===== config.mk =====
export PLATFORM = sky130hd
export DESIGN_NAME = som_ram
export DESIGN_NICKNAME = d
export VERILOG_FILES = /design/src/som_ram.sv
export SDC_FILE = /design/constraint.sdc
export NUM_CORES = 1
export LEC_CHECK = 0
export BUFFER_PORTS_ARGS = -buffer_cell sky130_fd_sc_hd__buf_2
export CORE_MARGIN = 2
export CORE_UTILIZATION = 50
export DETAILED_ROUTE_END_ITERATION = 8
export GPL_ROUTABILITY_DRIVEN = 0
export PLACE_DENSITY = 0.68
export SYNTH_ARGS = -nofsm -noshare
export SYNTH_HDL_FRONTEND = slang
export SYNTH_SLANG_ARGS = --single-unit

===== constraint.sdc =====
create_clock -name i_clk -period 1.9 [get_ports i_clk]
set_clock_uncertainty 0.15 [all_clocks]
set_input_delay 0.19 -clock i_clk [delete_from_list [all_inputs] [get_ports i_clk]]
set_output_delay 0.19 -clock i_clk [all_outputs]
set_load 0.05 [all_outputs]

===== src/som_ram.sv =====
// Generic single-write, single-read RAM with registered read data.
module som_ram #(
    parameter int WIDTH = 8,
    parameter int DEPTH = 64,
    localparam int AW = (DEPTH > 1) ? $clog2(DEPTH) : 1
) (
    input  logic             i_clk,
    input  logic             i_we,
    input  logic [AW-1:0]    i_waddr,
    input  logic [WIDTH-1:0] i_wdata,
    input  logic [AW-1:0]    i_raddr,
    output logic [WIDTH-1:0] o_rdata
);

    logic [WIDTH-1:0] r_mem [DEPTH];
    logic [WIDTH-1:0] r_rdata;

    always_ff @(posedge i_clk) begin
        if (i_we) begin
            r_mem[i_waddr] <= i_wdata;
        end
        r_rdata <= r_mem[i_raddr];
    end

    assign o_rdata = r_rdata;

endmodule


; ---- Yosys cells after proc, flatten, opt, wreduce, memory -nomap -nowiden
; Memories as Yosys holds them, arrays and structs flattened. A register that Yosys moved wholly into a read port is not among the register bits.
; Index checks and enable logic that the tools add are counted.
[op_classes]
mux = 2
[ops]
columns = cell, n
row1 = 1-bit two-way mux, 2
[totals]
reg_bits = 0
ramBits = 512
in_bits = 22
memories = 1
wordCells = 3
[memory_table]
columns = memory, depth, word_bits, rd, rd_ports_with_merged_regs, wr, line_no
row1 = r_mem, 64, 8, 1, 1, 1, 15  ; logic [WIDTH-1:0] r_mem [DEPTH];

; ---- Logic depth before layout (Yosys ltp)
; Gate-level depths: netlist of the first run.
[logic_depth]
depth_word = 2
ltp_mapped = 9

; ---- Least setup slack after synthesis of the first run
; Ideal clock, no wire load.
[synth_timing]
kind = input to register
start = input i_raddr[1]
end = register r_rdata[3] (netlist: o_rdata[3]) (read register of r_mem)
stages = 7
required_ns = 1.622
setup_time_ns = 0.128
arrival_ns = 1.730
setup_slack_ns = -0.108
path_buffers = 3
path_cell_list = buf_4 > buf_2 > buf_2 > mux4_2 > mux4_2 > o21ai_1 > o41ai_1
[synth_lines]
columns = element, line_no
row1 = from (decl), 11  ; input logic [AW-1:0] i_raddr,
row2 = to (decl), 16  ; logic [WIDTH-1:0] r_rdata;

==> results by group, run 1 <==
Yosys
  – Seq/Total Area, Yosys: 0.770
  – Synth area leader: edfxtp_1
  – Synthesized flop and latch total: 520
  – Syn_area_per_cell: 21.5 µm²
  – Post-synth EDFFs: 512
  – Distinct cells, synth: 40
  – Async SR Flop Fraction: 0
  – Most used DFF post-synth: edfxtp_1
  – Post-synthesis net count: 962
  – Yosys warnings: 0
  – Top cells by count, synth: edfxtp_1, mux4_2, nor2_1, mux2i_1, nand2_1
  – Most instantiated library cell after synthesis: edfxtp_1
  – Post-Synthesis Cell Area: 20200 µm²
  – Synth top area share: 0.762
  – Top post-synthesis cells by area: edfxtp_1, mux4_2, nor2_1, mux2i_1, dfxtp_1
  – Synth Instances: 940

Critical path
  – Setup crit start kind: register
  – Crit path arrival time: 2.44 ns
  – Crit Path Class: reg2reg
  – Endpoint class of the critical path: register
  – CP required: 2.21 ns
  – CP max FO: 1

STA
  – Worst hold margin: -0.00700 ns
  – Peak Freq: 0.468 GHz
  – Worst slew pin tran: 1.17 ns
  – RSZ-0062 raised after global routing: true
  – Final setup viols: 6
  – Final Cycle Share: 1.13
  – Final worst slack: -0.238 ns
  – Final-report hold violation count: 2
  – Period minus WS final: 2.14 ns
  – Slew Limit Fails: 0
  – Slew HR: 0.220

Die
  – Die Ht: 205 µm
  – Die extent in x: 205 µm
  – I/O pin count: 30
  – Initial core utilization: 0.508
  – # rows: 73
  – Die area: 42000 µm²
  – Core Area: 39700 µm²

Clock tree
  – CTS Buf Count: 50
  – Skew-Pair Late Insertion Delay: 0.59 ns
  – CTS root buf: clkbuf_16
  – # H-tree levels: 2
  – # hold bufs at CTS: 5
  – Clk buf depth: 3
  – Post-CTS setup buffers: 0
  – CTS Sinks: 520
  – CTS tree: done
  – Worst-path clk slew: 0.06 ns

Global routing
  – Gr usage total: 0.227
  – Grt ovf: 0
  – Vias in the first global route: 10300
  – Antenna violations before repair: 4
  – Largest net degree at the start of global routing: 65
  – Global-route wire length before repair: 67500 µm

Run
  – Max-Cap Viols: 0

Drt
  – Final antenna-violating net count: 0
  – Post-Route WL: 45800 µm
  – DRT iter0 DRCs: 983
  – Via density: 5.92
  – Avg WL per Cell: 26.7 µm
  – Via Count: 10100
  – DRC viols: 0
  – Pre-antenna DRT Iters: 5

Place
  – Dpl hpwl: 29100 µm
  – IO Port Bufs: 29

Final layout
  – Layout cells sized above 1: 0.352
  – Util after Layout: 0.601
  – Area growth from synthesis to layout: 18.4%
  – Layout net count: 1165

Power
  – VDD IR max: 0.000798 V
  – Leak pwr: 7.82 nW
  – Pwr/cell area: 996 nW/µm²

Outcome
  – Failing checks: negative hold slack, negative setup slack
  – Status: finished with violations

Hold path
  – HP Class: in2reg
metrics by stage:
stage | cell area (µm²) | setup TNS, ns | std cells | total power, mW | worst slack, ns
2_1_floorplan | 20200 | 0 | 940 | 13.7 | 0.00181
3_3_place_gp | 22100 | -3.89 | 1612 | 14.4 | -0.685
3_5_place_dp | 22100 | -4.05 | 1612 | 14.4 | -0.685
4_1_cts | 23800 | -0.667 | 1709 | 23.9 | -0.251
5_1_grt | 23900 | -0.962 | 1709 | 24.5 | -0.279
6_report | 23900 | -0.682 | 1711 | 23.8 | -0.238
cell usage in the layout (no fill, tap or decap), types with 4 or more instances in the layout:
| cell | count |
|---|---|
| nand2b_1 | 7 |
| mux4_2 | 126 |
| clkbuf_1 | 14 |
| o22ai_1 | 8 |
| dfxtp_1 | 8 |
| clkbuf_8 | 6 |
| a211oi_1 | 4 |
| clkinv_1 | 10 |
| o221ai_1 | 8 |
| buf_4 | 155 |
| mux2i_1 | 23 |
| nor2b_1 | 14 |
| nor3_1 | 5 |
| edfxtp_1 | 512 |
| clkinv_2 | 7 |
| nand3_1 | 13 |
| nand2_1 | 19 |
| buf_12 | 14 |
| dlygate4sd3_1 | 5 |
| clkbuf_16 | 51 |
| nor2_1 | 82 |
| buf_2 | 26 |
| mux2_2 | 10 |
flip-flops by register name, indices dropped and copies added (netlist names):
register / count
o_rdata: 8
r_mem: 512
layout make-up:
class,instances,area [µm²]
fillers,2773,15800
flip-flops and latches,520,15500
multi-input cells,369,4450
repair buffers,202,1650
clock buffers,70,1400
well taps,525,657
clock inverters,23,186
diodes,2,5.00
metal layers:
layer	vias to the layer above	track usage	routed length, µm
met3	63	0.0512	3580
li1	4343	-	-
met1	5306	0.324	19300
met4	6	0.0559	825
met2	412	0.359	22100
met5	-	0	37
kinds of logic after synthesis:
group	Yosys count	share of synthesized area
buf+inv	51	0.0157
simple gates	153	0.0339
flops	520	0.770
mux	162	0.159
compound gates	54	0.0207
report_power, final:
part           internal [mW]  switching (mW)  total (mW)
clock network           5.53            4.05        9.58
registers               12.7          0.0409        12.7
logic                  0.611           0.851        1.46
total                   18.8            4.94        23.8
path summary, 6_finish.rpt:
check | slack [ns] | cells past startpoint | start | end
min reg2reg | 0.67 | 4 | r_mem[23][2] | o_rdata[2]
max | -0.24 | 6 | r_mem[29][4] | o_rdata[4]
max reg2reg | -0.24 | 6 | r_mem[29][4] | o_rdata[4]
min | -0.007 | 2 | i_raddr[5] | o_rdata[3]
critical path, stage by stage (launching register included):
cell      delay [ns]
edfxtp_1        0.36
mux4_2          0.49
mux2_4          0.28
o221a_4         0.27
nor3_4          0.23
buf_6           0.14
o32ai_2         0.08
timing repair:
| item | CTS | global route |
|---|---|---|
| pin swaps | 3 | 3 |
| resized for setup | 18 | 7 |
| endpoints found under the setup margin | 8 | 8 |
| endpoints found under the hold margin | 208 | 4 |
Note: power is estimated with default switching activity, not from simulation.
==> inputs of run 2 (changes only) <==
- CELL_PAD_IN_SITES_DETAIL_PLACEMENT: unset -> 0
- CELL_PAD_IN_SITES_GLOBAL_PLACEMENT: unset -> 1
- PLACE_DENSITY: 0.68 -> unset
- PLACE_DENSITY_LB_ADDON: unset -> 0.1
==> results by group, run 2 (same netlist as run 1, synthesis figures left out) <==
Outcome
  – Status: finished with violations
  – Failing checks: negative setup slack

Clock tree
  – Clk buf depth: 3 (unchanged)
  – CTS Sinks: 520 (unchanged)
  – Skew-Pair Late Insertion Delay: 0.59 ns (about the same)
  – CTS Buf Count: 53 (+6.0%)
  – CTS tree: done
  – # H-tree levels: 2 (unchanged)
  – Worst-path clk slew: 0.06 ns (about the same)
  – CTS root buf: clkbuf_16
  – Post-CTS setup buffers: 0 (unchanged)

Drt
  – Avg WL per Cell: 27.8 µm (+4.0%)
  – Post-Route WL: 47300 µm (+3.4%)
  – Via Count: 10100 (-0.53%)
  – DRC viols: 0 (unchanged)
  – DRT iter0 DRCs: 967 (-1.6%)
  – Pre-antenna DRT Iters: 5 (unchanged)
  – Via density: 5.93 (+0.11%)
  – Final antenna-violating net count: 0 (unchanged)

Power
  – VDD IR max: 0.000901 V (+13%)
  – Final total power: 24.3 mW (+2.3%)
  – Pwr/cell area: 1020 nW/µm² (+2.4%)
  – Leak pwr: 7.80 nW (-0.25%)

Die
  – Die Ht: 205 µm (unchanged)
  – I/O pin count: 30 (unchanged)
  – Core Area: 39700 µm² (unchanged)
  – Die area: 42000 µm² (unchanged)
  – # rows: 73 (unchanged)
  – Initial core utilization: 0.508 (unchanged)
  – Die extent in x: 205 µm (unchanged)

Hold path
  – HP Class: in2reg
  – Worst hold start: i_waddr[1]

Critical path
  – Crit path max-delay cell type: mux4_2
  – RR Startpoint: r_mem[20][6]
  – CP max FO: 1 (unchanged)
  – Worst path buffer plus inverter count: 0 (-1)
  – Crit-path max cell delay: 0.47 ns (-0.02 ns)
  – Crit path arrival time: 2.35 ns (-0.09 ns)
  – Setup crit start kind: register
  – Crit Path Class: reg2reg
  – CP required: 2.21 ns (about the same)
  – Crit path cell chain: mux4_2 > mux2_2 > o221a_4 > nor3_4 > o32ai_2
  – CP delay by family, top: multiplexers
  – Crit path from: r_mem[20][6]
  – Endpoint class of the critical path: register

STA
  – Peak Freq: 0.492 GHz (+5.2%)
  – Slew HR: 0.204 (-0.0161)
  – Final Cycle Share: 1.07 (-0.0560)
  – Period minus WS final: 2.03 ns (-0.106 ns)
  – Final worst slack: -0.131 ns (+0.106 ns)
  – Slew Limit Fails: 0 (unchanged)
  – Final setup viols: 6 (unchanged)
  – RSZ-0062 raised after global routing: true
  – Worst slew pin tran: 1.19 ns (+0.0241 ns)
  – Final-report hold violation count: 0 (-2)

Global routing
  – Global-route wire length before repair: 70200 µm (+4.0%)
  – Largest net degree at the start of global routing: 65 (unchanged)
  – Grt ovf: 0 (unchanged)
  – Vias in the first global route: 10500 (+1.6%)
  – Antenna violations before repair: 2 (-2)
  – Gr usage total: 0.236 (+0.00968)

Final layout
  – Area growth from synthesis to layout: 18.4% (about the same)
  – Design area: 23900 µm² (about the same)
  – Layout cells sized above 1: 0.356 (+0.00416)
  – Layout net count: 1154 (-0.94%)
  – Commonest non-fill, non-tap cell in the layout: edfxtp_1
  – Most frequent cells in the layout: edfxtp_1, buf_4, mux4_2
  – Largest register FFs: 512 (unchanged)
  – Largest reg by FF count: r_mem

Place
  – Dpl hpwl: 30100 µm (+3.7%)
  – Post-Place Worst Slack: -1.05 ns (-0.366 ns)
  – IO Port Bufs: 29 (unchanged)
  – Area after DPL: 22000 µm² (-0.57%)

Run
  – Max-Cap Viols: 0 (unchanged)
-- run 2: cell types whose count changed in the layout (fill, tap and decap cells not counted), sizes merged --
cell	delta
buf	-10
inv	+1
clkinv	+5
dlygate4sd3	-4
clkbuf	-6
clkinvlp	+1
bufinv	+2
-- run 2: worst paths after layout --
check | slack, ns | to | cells past startpoint
max | -0.13 | o_rdata[6] | 5
min reg2reg | 0.72 | o_rdata[6] | 3
max reg2reg | -0.13 | o_rdata[6] | 5
min | 0.05 | r_mem[49][6] | 3
-- run 2: layout make-up --
class,instances,area [µm²]
Clock inverter,32,287
Clock buffer,64,1410
Sequential cell,520,15500
Multi-Input combinational cell,369,4490
Fill cell,2874,15900
Antenna cell,2,5.00
Timing Repair Buffer,188,1480
Tap cell,525,657
-- run 2: metrics by stage --
stage | hold slack (ns) | utilization | setup TNS (ns) | instances
floorplan | 0.139 | - | 0 | 940
global placement | 0.452 | 0.553 | -5.63 | 1602
detailed placement | 0.454 | 0.553 | -5.59 | 1602
CTS | 0.0314 | 0.600 | -0.448 | 1698
global route | 0.0599 | 0.601 | -0.634 | 1698
finish | 0.0513 | 0.601 | -0.290 | 1700
-- run 2: power by group --
part | total (mW) | internal [mW] | leakage [nW] | switching (mW)
Combinational | 1.45 | 0.583 | 2.30 | 0.865
Clock | 10.1 | 5.94 | 0.822 | 4.20
Sequential | 12.7 | 12.7 | 4.67 | 0.0482
-- run 2: repair_timing --
item	4_1_cts	5_1_grt
pin swaps	9	2
setup endpoints to repair	8	8
hold endpoints to repair	6	0
hold buffers	1	0
gates cloned	0	0
gates resized for setup	28	4
-- run 2: worst reg2reg max path: cells and delay by family, from the launching register on --
kind / cells / cell delay (ns)
muxes: 2 / 0.76
AOI/OAI and AO/OA: 2 / 0.41
DFF: 1 / 0.38
and+or+nand+nor: 1 / 0.21
-- run 2: layer usage --
| metal | vias up | track usage | wire, µm |
|---|---|---|---|
| li1 | 4309 | - | - |
| met1 | 5357 | 0.334 | 19900 |
| met2 | 344 | 0.372 | 23000 |
| met3 | 66 | 0.0479 | 3040 |
| met4 | 0 | 0.0810 | 1380 |
| met5 | - | 0 | 0 |
