===== src/som_pkg.sv =====
// Shared types, codes and constant tables of the self-organising map trainer.
package som_pkg;

    // Sequencer states of the top level.
    typedef enum logic [2:0] {
        ST_CLEAR,
        ST_IDLE,
        ST_SCAN,
        ST_SWAIT,
        ST_UPD,
        ST_UWAIT,
        ST_READ,
        ST_DONE
    } t_state;

    // Item kinds carried in tuser.
    localparam logic [1:0] MODE_LOAD  = 2'd0;
    localparam logic [1:0] MODE_TRAIN = 2'd1;
    localparam logic [1:0] MODE_READ  = 2'd2;

    // Configuration register indexes.
    localparam logic [1:0] CFG_GRID_WIDTH    = 2'd0;
    localparam logic [1:0] CFG_GRID_HEIGHT   = 2'd1;
    localparam logic [1:0] CFG_TOPOLOGY      = 2'd2;
    localparam logic [1:0] CFG_LEARNING_RATE = 2'd3;

    // Neighbour sets.
    localparam logic [1:0] TOPO_CROSS = 2'd0;
    localparam logic [1:0] TOPO_DIAG  = 2'd1;

    // Weight axes handled by the shared unit.
    typedef logic [1:0] t_axis;
    localparam t_axis AX_X = 2'd0;
    localparam t_axis AX_Y = 2'd1;
    localparam t_axis AX_Z = 2'd2;

    // Fixed field widths.
    localparam int NODE_IDX_W  = 6;
    localparam int COLOR_W     = 24;
    localparam int SCORE_OUT_W = 33;
    localparam int LR_W        = 9;
    localparam int CFG_DATA_W  = 9;

    // Learning rate of 1.0 in Q1.8.
    localparam logic [LR_W-1:0] LR_ONE = 9'd256;

    // Row and column offsets of the eight neighbours: cross first, then the corners.
    localparam logic signed [1:0] NB_DR [8] = '{
        -2'sd1, 2'sd1, 2'sd0, 2'sd0, -2'sd1, -2'sd1, 2'sd1, 2'sd1
    };
    localparam logic signed [1:0] NB_DC [8] = '{
        2'sd0, 2'sd0, -2'sd1, 2'sd1, -2'sd1, 2'sd1, 2'sd1, -2'sd1
    };

    // One operation for the shared multiply unit.
    typedef struct packed {
        logic  vld;
        logic  upd;
        t_axis axis;
    } t_alu_ctl;

endpackage


===== src/som_alu.sv =====
// Shared multiply unit: dot-product accumulation and rounded, saturated weight update.
module som_alu #(
    parameter int COORD_BITS = 16
) (
    input  logic                         i_clk,
    input  logic                         i_rst_n,
    input  som_pkg::t_alu_ctl            i_ctl,
    input  logic [3*COORD_BITS-1:0]      i_w,
    input  logic [3*COORD_BITS-1:0]      i_s,
    input  logic [som_pkg::LR_W-1:0]     i_lr,
    output logic signed [2*COORD_BITS:0] o_score,
    output logic                         o_score_vld,
    output logic [3*COORD_BITS-1:0]      o_word,
    output logic                         o_word_vld
);

    localparam int CB = COORD_BITS;
    localparam int MW = CB + 2;
    localparam int PW = 2 * MW;
    localparam int SW = 2 * CB + 1;
    localparam logic signed [MW-1:0] HI = MW'((1 << (CB - 1)) - 1);
    localparam logic signed [MW-1:0] LO = -MW'(1 << (CB - 1));

    logic signed [CB-1:0]        w_sel;
    logic signed [CB-1:0]        s_sel;
    logic [som_pkg::LR_W-1:0]    lr_eff;
    logic signed [MW-1:0]        op_a;
    logic signed [MW-1:0]        op_b;
    logic signed [PW-1:0]        prod;

    som_pkg::t_alu_ctl           r_ctl2;
    logic signed [PW-1:0]        r_prod;
    logic signed [CB-1:0]        r_w2;
    logic signed [SW-1:0]        r_acc;
    logic [CB-1:0]               r_nx;
    logic [CB-1:0]               r_ny;

    logic signed [SW-1:0]        sum;
    logic signed [PW-1:0]        rnd;
    logic signed [PW-1:0]        delta;
    logic signed [MW-1:0]        nw;
    logic signed [MW-1:0]        nw_sat;

    always_comb begin
        unique case (i_ctl.axis)
            som_pkg::AX_X: begin
                w_sel = i_w[0 +: CB];
                s_sel = i_s[0 +: CB];
            end
            som_pkg::AX_Y: begin
                w_sel = i_w[CB +: CB];
                s_sel = i_s[CB +: CB];
            end
            som_pkg::AX_Z: begin
                w_sel = i_w[2*CB +: CB];
                s_sel = i_s[2*CB +: CB];
            end
            default: begin
                w_sel = '0;
                s_sel = '0;
            end
        endcase
    end

    assign lr_eff = (i_lr > som_pkg::LR_ONE) ? som_pkg::LR_ONE : i_lr;

    // Score: weight times sample. Update: (sample - weight) times gain.
    always_comb begin
        if (i_ctl.upd) begin
            op_a = MW'(s_sel) - MW'(w_sel);
            op_b = $signed(MW'(lr_eff));
        end else begin
            op_a = MW'(w_sel);
            op_b = MW'(s_sel);
        end
    end

    assign prod = op_a * op_b;

    always_ff @(posedge i_clk) begin
        if (!i_rst_n) begin
            r_ctl2 <= '0;
        end else begin
            r_ctl2 <= i_ctl;
        end
    end

    always_ff @(posedge i_clk) begin
        r_prod <= prod;
        r_w2   <= w_sel;
        if (r_ctl2.vld && !r_ctl2.upd) begin
            r_acc <= sum;
        end
        if (r_ctl2.vld && r_ctl2.upd && r_ctl2.axis == som_pkg::AX_X) begin
            r_nx <= nw_sat[CB-1:0];
        end
        if (r_ctl2.vld && r_ctl2.upd && r_ctl2.axis == som_pkg::AX_Y) begin
            r_ny <= nw_sat[CB-1:0];
        end
    end

    // Second stage: accumulate, or round half up, add and saturate.
    assign sum   = ((r_ctl2.axis == som_pkg::AX_X) ? '0 : r_acc) + SW'(r_prod);
    assign rnd   = r_prod + PW'(128);
    assign delta = rnd >>> 8;
    assign nw    = MW'(r_w2) + MW'(delta);

    always_comb begin
        if (nw > HI) begin
            nw_sat = HI;
        end else if (nw < LO) begin
            nw_sat = LO;
        end else begin
            nw_sat = nw;
        end
    end

    assign o_score     = sum;
    assign o_score_vld = r_ctl2.vld && !r_ctl2.upd && (r_ctl2.axis == som_pkg::AX_Z);
    assign o_word      = {nw_sat[CB-1:0], r_ny, r_nx};
    assign o_word_vld  = r_ctl2.vld && r_ctl2.upd && (r_ctl2.axis == som_pkg::AX_Z);

endmodule


===== config.mk =====
export PLATFORM = sky130hd
export DESIGN_NAME = som_alu
export DESIGN_NICKNAME = d
export VERILOG_FILES = /design/src/som_pkg.sv /design/src/som_alu.sv
export SDC_FILE = /design/constraint.sdc
export NUM_CORES = 1
export LEC_CHECK = 0
export BUFFER_PORTS_ARGS = -buffer_cell sky130_fd_sc_hd__buf_2
export CAP_MARGIN = 10
export CORE_MARGIN = 2
export CORE_UTILIZATION = 40
export DETAILED_ROUTE_END_ITERATION = 6
export HOLD_SLACK_MARGIN = 0.15
export PLACE_DENSITY_LB_ADDON = 0.15
export SKIP_LAST_GASP = 1
export SLEW_MARGIN = 20
export SYNTH_ARGS = -nofsm -noshare
export SYNTH_HDL_FRONTEND = slang
export SYNTH_SLANG_ARGS = --single-unit

===== constraint.sdc =====
create_clock -name i_clk -period 29.5 [get_ports i_clk]
set_input_delay 7.375 -clock i_clk [delete_from_list [all_inputs] [get_ports i_clk]]
set_output_delay 7.375 -clock i_clk [all_outputs]
set_load 0.05 [all_outputs]

=== Yosys cells after proc, flatten, opt, wreduce, memory -nomap -nowiden ===
Index checks and enable logic that the tools add are counted.

* Input bits: 111
* Flip-flop bits (word level): 118

* Reduce and logical (&&, ||, !) cells: 9
* $add $sub $neg: 4
* Muxes and demuxes: 8
* Order comparisons: 3
* Multipliers: 1
* Eq/ne operators: 4

{| class="wikitable"
|+ Operators with widths
! kind !! number
|-
| $pmux 16 s3 || 2
|-
| $mux 18 || 2
|-
| $add 33x33->33 || 1
|-
| $mul 18x18->33 || 1
|-
| $mux 33 || 1
|-
| $mux 16 || 2
|-
| $add 26x9->26 const B || 1
|-
| $add 16x18->18 || 1
|-
| $gt 18x16->1 const B || 1
|-
| $lt 18x16->1 const B || 1
|-
| $sub 16x16->17 || 1
|-
| $gt 9x9->1 const B || 1
|-
| $mux 9 || 1
|-
| $logic_and 1x1->1 || 6
|-
| $eq 2x1->1 const B || 2
|-
| $eq 2x2->1 const B || 2
|-
| $logic_not 2->1 || 2
|-
| $logic_not 1->1 || 1
|}

=== Logic depth before layout (Yosys ltp) ===
Gate-level depths: netlist (run 1).

* Depth after elaboration: 5
* Gate-level depth with buffers: 41

=== Worst setup path before layout (run 1) ===
Ideal clock, no wire load.

* Kind: in2reg
* Start: input i_ctl[0] (netlist name)
* End: register r_prod[31]
* Path buffers: 5
* Arrival time: 15797 ps
* Cell stages on the path: 35
* Required time: 29378 ps
* Path slack: 13581 ps
* Path through: buf_2 -> buf_1 -> buf_2 -> mux2i_1 -> o21ai_0 -> inv_1 -> ha_1 -> inv_1 -> fa_1 -> a21o_1 -> a21oi_1 -> o21ai_0 -> o311ai_1 -> nand3_1 -> a31oi_1 -> o2111ai_1 -> nand2_1 -> clkbuf_1 -> nand2_1 -> fa_1 -> inv_1 -> fa_1 -> clkbuf_1 -> xor2_1 -> xnor2_1 -> fa_1 -> fa_1 -> inv_1 -> fa_1 -> inv_1 -> ha_1 -> a21o_1 -> a21oi_1 -> o311ai_0 -> a311o_1

* Longest elaborated chain between the ends: 5

{| class="wikitable"
|+ Ends and longest elaborated chain
! what !! RTL line !! RTL
|-
| from (decl) || som_alu.sv:7 || <nowiki>input som_pkg::t_alu_ctl i_ctl,</nowiki>
|-
| $eq 2x2->1 (tied with other cells) || som_alu.sv:45 || <nowiki>unique case (i_ctl.axis)</nowiki>
|-
| $pmux 16 s3 || som_alu.sv:45 ||
|-
| $sub 16x16->17 || som_alu.sv:70 || <nowiki>op_a = MW'(s_sel) - MW'(w_sel);</nowiki>
|-
| $mux 18 || som_alu.sv:69 || <nowiki>if (i_ctl.upd) begin</nowiki>
|-
| $mul 18x18->33 * || som_alu.sv:78 || <nowiki>assign prod = op_a * op_b;</nowiki>
|-
| via prod[31] || som_alu.sv:29 || <nowiki>logic signed [PW-1:0] prod;</nowiki>
|-
| to (signal assigned) || som_alu.sv:89 || <nowiki>r_prod <= prod;</nowiki>
|-
| to (decl) || som_alu.sv:32 || <nowiki>logic signed [PW-1:0] r_prod;</nowiki>
|}

Mark *: on every way through the listed nets, which the timed path passes. The rest lies on a longest branch.
A chain may end at the register's enable or synchronous reset.

=== Final worst setup path (run 1) ===
* Start: input i_ctl[0] (netlist name)
* End: register r_prod[32]

* Longest elaborated chain between the ends: 5

{| class="wikitable"
|+ Ends and longest elaborated chain
! what !! RTL line !! RTL
|-
| $eq 2x2->1 (tied with other cells) || som_alu.sv:45 ||
|-
| $pmux 16 s3 * || som_alu.sv:45 ||
|-
| via w_sel[0] || som_alu.sv:24 || <nowiki>logic signed [CB-1:0] w_sel;</nowiki>
|-
| $sub 16x16->17 || som_alu.sv:70 ||
|-
| $mux 18 * || som_alu.sv:69 ||
|-
| $mul 18x18->33 * || som_alu.sv:78 ||
|-
| via prod[32] || som_alu.sv:29 ||
|}

Marks and branches as above.

==> results.yml, run 1 <==
setup_path:
  cpMaxStageDelayCell: "a21oi_1"
  worstPathArrival_ns: 17.31
  worstPathRequired_ns: 29.85
  rrSetupSlack_ns: 25.06
  r2r-start: "r_prod[9]$_DFF_P_"
  crit_type: "input pin to flip-flop"
  crit_top_cell: "fa_1"
  startpoint_type: "input pin"
  critPathMaxStageDelay_ns: 0.95
  cp-end-kind: "flip-flop"
  ff2ff_path_depth: 15
  critical_path_peak_fanout: 42
  worstReg2RegEnd: "r_nx[2]$_DFFE_PP_"
detailed_routing:
  dr.pass1.iters: 5
  ant_nets: 0
  routed_via_density: 5.066
  drt_iter0_drc: 893
  drc_errors: 0
  num_vias: 14660
  wl_per_cell_um: 18.33
  drt-total-wl_um: 53020
final_layout:
  final_cells: 2893
  finish.instance_area_sq_mm: 0.02114
  layout-drive-gt1-share_pct: 12.34
  layout.nets: 2836
  fill_cells: 4523
  area_delta_synth_final_pct: 12.64
place:
  placed_cell_area_sq_mm: 0.02051
  place.gp.congestion: 0.9728
  portBuffers: 193
  place_inst: 2859
  hpwl_um: 45030
hold_path:
  hold_path.class: "flip-flop to flip-flop"
  hp-start: "r_prod[0]$_DFF_P_"
  min_to: "r_acc[0]$_DFFE_PP_"
  whs_path_depth: 1
clock_tree:
  htree_levels: 4
  clkTransAtPathRegs_ns: 0.06
  ctsResizeCount: 0
  cts_buffers: 17
  root_buffer: "clkbuf_16"
  clk_latency_ns: 0.43
  cts_tree: "yes"
  clkSinkCount: 118
  clockBufferDepth: 2
  hold_buffers: 0
  post_cts_buffers: 0
synthesis:
  yosys_warnings: 0
  yosysTopAreaCell: "fa_1"
  synth_seq_cells: 118
  synth_enable_flop_cells: 65
  async_flop_share_pct: 0
  syn_area_sq_mm: 0.01877
  yosysUniqueCellTypes: 69
  synthFlopType: "edfxtp_1"
  syn_inst: 2085
  yosys-top-cells-area: "fa_1, ha_1, edfxtp_1, inv_1, dfxtp_1"
  ys_seq_area_share_pct: 16.05
  synth_top_cell_area_share_pct: 31.57
  avgSynthCellArea_sq_um: 9.003
  synth_fp_nets: 2649
timing:
  fin_crit_ns: 16.96
  period_share_pct: 57.50
  final.setup_skew_ns: 0.01453
  rsz0062_at_grt: "no"
  setup_violations: 0
  slew_violations: 0
  hold_viol: 0
  maxSlewHeadroom_pct: 18.22
  max_freq_mhz: 58.95
  tightest_slew_ns: 1.227
  finalSetupTns_ns: 0
die:
  start_util_pct: 40.41
  die_h_um: 220.6
  ios: 194
  rows: 79
  core_sq_mm: 0.04646
  die_w_um: 220.6
  die_area_sq_mm: 0.04868
global_routing:
  grt_max_degree: 89
  groute.usage.overall_pct: 22.62
  grt_first_pass_wirelength_um: 84030
  antenna_found_initial: 1
  grt_pass1_vias: 15310
  globalRouteOverflowTotal: 0
outcome:
  status: "finished clean"
run:
  cap_violations: 0
==> layer usage <==
| layer | vias to the layer above | global-route usage, % | part of all wire [%] |
|---|---|---|---|
| met2 | 475 | 37.29 | 45 |
| li1 | 6995 | - | - |
| met3 | 75 | 4.055 | 6.6 |
| met5 | - | 0 | 0 |
| met1 | 7111 | 30.16 | 46 |
| met4 | 0 | 7.356 | 2.6 |
==> critical path, delay by kind of cell <==
kind / cells / cell delay (ns)
xor gates and xnor gates: 2 / 0.69
adders and majority gates: 8 / 3.54
muxes: 1 / 0.27
AOI/OAI and AO/OA: 10 / 3.11
and+or+nand+nor: 8 / 1.14
buffers and inverters: 6 / 1.12
==> cells in the final DEF (no fill, tap or decap), types with 8 or more instances in the layout <==
| cell type | instances |
|---|---|
| a32oi_1 | 8 |
| xor2_1 | 37 |
| o21ai_0 | 55 |
| or2_2 | 11 |
| fa_1 | 296 |
| buf_4 | 23 |
| inv_1 | 391 |
| o21a_1 | 18 |
| nor2_1 | 177 |
| nor2b_1 | 68 |
| nor3_1 | 19 |
| and3_1 | 12 |
| nand2_1 | 219 |
| dfxtp_1 | 53 |
| a21oi_1 | 89 |
| nand2b_1 | 27 |
| edfxtp_1 | 65 |
| buf_2 | 193 |
| ha_1 | 157 |
| mux2i_1 | 35 |
| clkbuf_16 | 19 |
| o21ai_1 | 24 |
| nand3_1 | 25 |
| and2_1 | 19 |
| a21o_1 | 37 |
| xnor2_1 | 84 |
==> state kept, by name, indices dropped and copies added (netlist names) <==
name    cells
r_nx       16
r_ny       16
r_ctl2      4
r_w2       16
r_acc      33
r_prod     33
==> layout make-up <==
type                            instances  area, sq um  area share (%)
Clock buffer                           26        531.8           2.515
Timing Repair Buffer                  217         1166           5.515
Inverter                              391         1468           6.941
Antenna cell                            1        2.502         0.01184
Sequential cell                       118         3013           14.25
Multi-Input combinational cell       1527        14140           66.88
Clock inverter                          6        62.56          0.2959
Tap cell                              607        759.5           3.592
==> how the worst max path moves through the flow <==
stage / from / end / slack [ns] / cells after the start
finish: i_ctl[0] / r_prod[32]$_DFF_P_ / 12.54 / 35
global route: i_ctl[0] / r_prod[32]$_DFF_P_ / 12.01 / 37
CTS: i_ctl[0] / r_prod[32]$_DFF_P_ / 12.65 / 37
detailed placement: i_ctl[0] / r_prod[32]$_DFF_P_ / 12.24 / 37
global placement: i_ctl[0] / r_prod[32]$_DFF_P_ / 12.35 / 37
floorplan: i_ctl[0] / r_prod[31]$_DFF_P_ / 13.58 / 35
==> logic make-up after synthesis <==
logic type	after synthesis	synth area share, %
XOR/XNOR	122	5.732
AO/OA/AOI/OAI	300	10.14
flip-flops	118	16.05
buffers and inverters	440	8.878
multiplexers	41	2.220
adder cells (fa/ha/maj)	453	42.03
AND/OR/NAND/NOR	611	14.95
==> synth_stat cells (3+ instances only) <==
library cell  count
inv_1           391
clkbuf_1         40
nor4_1            4
a211oi_1          4
o311ai_0          3
o211ai_1          6
ha_1            157
o21bai_1          6
nand3_1          25
or3_1             6
a211o_1           4
mux2i_1          36
o21ai_1          24
fa_1            296
a311o_1           3
buf_2             6
or2_2            11
xnor2_1          84
a41oi_1           3
mux2_2            5
nor2_1          178
a21oi_1          89
edfxtp_1         65
nand2_1         219
o21ai_0          55
nand2b_1         27
o21a_1           18
nand4_1           3
a21boi_0          3
and2_1           19
nor2b_1          72
and3_1           12
xor2_1           37
a31oi_1           6
nor3_1           21
a32oi_1           8
o31ai_1           5
a21o_1           37
dfxtp_1          53
==> stage by stage <==
stage	utilization, %	hold WS, ns	setup WS (ns)
global route	45.51	0.6124	12.01
finish	45.51	0.5782	12.54
floorplan	-	0.8036	13.58
global placement	44.14	0.5417	12.35
CTS	45.42	0.5855	12.65
detailed placement	44.14	0.5712	12.24
Power of run 1 is left out: the tool's default activity adds up to more than one toggle a clock period on the data nets, which glitch-free logic cannot reach.
==> run 2: changes to the inputs <==
==> constraint.sdc (replaced) <==
create_clock -name i_clk -period 15.9 [get_ports i_clk]
set_input_delay 3.975 -clock i_clk [delete_from_list [all_inputs] [get_ports i_clk]]
set_output_delay 3.975 -clock i_clk [all_outputs]
set_load 0.05 [all_outputs]
==> run 2 against run 1 <==
Compared with the run above: critical path depth grew 1; non-clock buffer count is 2 higher; utilization up 0.054 points; register-to-register slack got worse by 13 ns; via count is 0.36% higher; first-iteration DRC count fell by 11%; die area is the same; sequential share of layout area is essentially flat; final area grew 0.12%; worst hold slack got worse by 0.0081 ns; count of clock-buffer cells in the layout is 8 lower; largest cell class unchanged.
==> results.yml, run 2 (same netlist as run 1, synthesis figures left out) <==
detailed_routing:
  drt_iter0_drc: 797
  drc_errors: 0
  ant_nets: 0
  wl_per_cell_um: 18.26
  dr.pass1.iters: 6
  met1Wirelength_um: 23910
  highest_layer: "met4"
  routed_via_density: 5.083
  drt-total-wl_um: 52860
  num_vias: 14710
  wl_met2_um: 23860
  wl_met3_um: 3811
global_routing:
  grt_pass1_vias: 15280
  globalRouteOverflowTotal: 0
  grt_max_degree: 89
  groute.usage.overall_pct: 22.43
  antenna_found_initial: 1
  grt_first_pass_wirelength_um: 83340
place:
  hpwl_um: 45130
  portBuffers: 193
  place.gp.congestion: 0.9344
setup_path:
  worstReg2RegEnd: "r_nx[13]$_DFFE_PP_"
  cp-end-kind: "flip-flop"
  crit_top_cell: "inv_1"
  crit_path_start: "i_ctl[0]"
  worstPathArrival_ns: 13.62
  startpoint_type: "input pin"
  rrSetupSlack_ns: 11.56
  cpMaxStageDelayCell: "fa_1"
  crit_type: "input pin to flip-flop"
  critical_path_peak_fanout: 25
  critPathMaxStageDelay_ns: 0.63
  r2r-start: "r_prod[9]$_DFF_P_"
  ff2ff_path_depth: 15
  crit_end: "r_prod[31]$_DFF_P_"
  worstPathRequired_ns: 16.21
final_layout:
  layout_commonest_cell: "inv_1"
  layout_common_cells: "inv_1, fa_1, nand2_1"
  reg_top3: "r_acc x33, r_prod x33"
  insertedDiodeCount: 0
  fill_cells: 4598
  area_delta_synth_final_pct: 12.77
  postLayoutCoreUtil_pct: 45.57
  layout.nets: 2838
  layout-drive-gt1-share_pct: 12.59
timing:
  hold_viol: 0
  slew_violations: 0
  tightest_slew_ns: 1.130
  maxSlewHeadroom_pct: 24.15
  max_freq_mhz: 75.15
  finalSetupTns_ns: 0
  rsz0062_at_grt: "no"
  period_share_pct: 83.69
  fin_crit_ns: 13.31
  final.setup_skew_ns: 0.01491
  setup_violations: 0
clock_tree:
  clockBufferDepth: 2
  clkSinkCount: 118
  clkTransAtPathRegs_ns: 0.06
  root_buffer: "clkbuf_16"
  hold_buffers: 0
  cts_buffers: 17
  htree_levels: 4
  clk_latency_ns: 0.43
  ctsResizeCount: 0
  post_cts_buffers: 0
  cts_tree: "yes"
die:
  die_w_um: 220.6
  rows: 79
  core_sq_mm: 0.04646
  ios: 194
  start_util_pct: 40.41
  die_h_um: 220.6
  die_area_sq_mm: 0.04868
hold_path:
  hold_path.class: "flip-flop to flip-flop"
  whs_path_depth: 1
outcome:
  status: "finished clean"
run:
  cap_violations: 0
run 2: changes by cell type in the layout (fill, tap and decap cells not counted), moves of 2 or more:
cell and delta:
bufinv_16 +2, clkbuf_8 -3, clkinv_4 +3, buf_4 +2
clkbuf_1 -3, inv_6 +2, clkbuf_16 -2
run 2: final cells by class:
class / count / area [sq um] / area share, %
multi-input cells: 1527 / 14150 / 66.82
flip-flops and latches: 118 / 3013 / 14.23
inverters: 391 / 1468 / 6.933
repair buffers: 219 / 1181 / 5.580
well taps: 607 / 759.5 / 3.588
clock buffers: 18 / 429.2 / 2.027
clock inverters: 14 / 172.7 / 0.8157
run 2: worst min-delay path by stage:
| stage | start | to | slack [ns] |
|---|---|---|---|
| floorplan | r_ctl2[3]$_SDFF_PN0_ | r_ny[0]$_DFFE_PP_ | 0.80 |
| global placement | r_prod[0]$_DFF_P_ | r_acc[0]$_DFFE_PP_ | 0.54 |
| detailed placement | r_prod[0]$_DFF_P_ | r_acc[0]$_DFFE_PP_ | 0.56 |
| CTS | r_prod[0]$_DFF_P_ | r_acc[0]$_DFFE_PP_ | 0.57 |
| global route | r_prod[0]$_DFF_P_ | r_acc[0]$_DFFE_PP_ | 0.59 |
| finish | r_prod[0]$_DFF_P_ | r_acc[0]$_DFFE_PP_ | 0.57 |
run 2: per-layer routing:
metal,track usage (%),vias up
li1,-,6999
met1,30.21,7091
met2,36.82,539
met3,4.192,80
met4,6.622,0
met5,0,-
run 2: through the flow:
stage	setup WS (ns)	instance area (sq um)	std cells	hold WS, ns
3_5_place_dp	1.778	20520	2861	0.5558
3_3_place_gp	1.992	20520	2861	0.5413
4_1_cts	2.238	21130	2893	0.5703
2_1_floorplan	3.381	18770	2085	0.8036
6_report	2.593	21170	2894	0.5701
5_1_grt	1.884	21170	2894	0.5892
run 2: critical path, delay by kind of cell:
kind / cells / cell delay (ns)
AOI/OAI and AO/OA: 12 / 2.79
adders and majority gates: 9 / 4.13
buffers and inverters: 9 / 1.65
muxes: 1 / 0.13
and+or+nand+nor: 5 / 0.92
Power of run 2 is left out for the same reason.
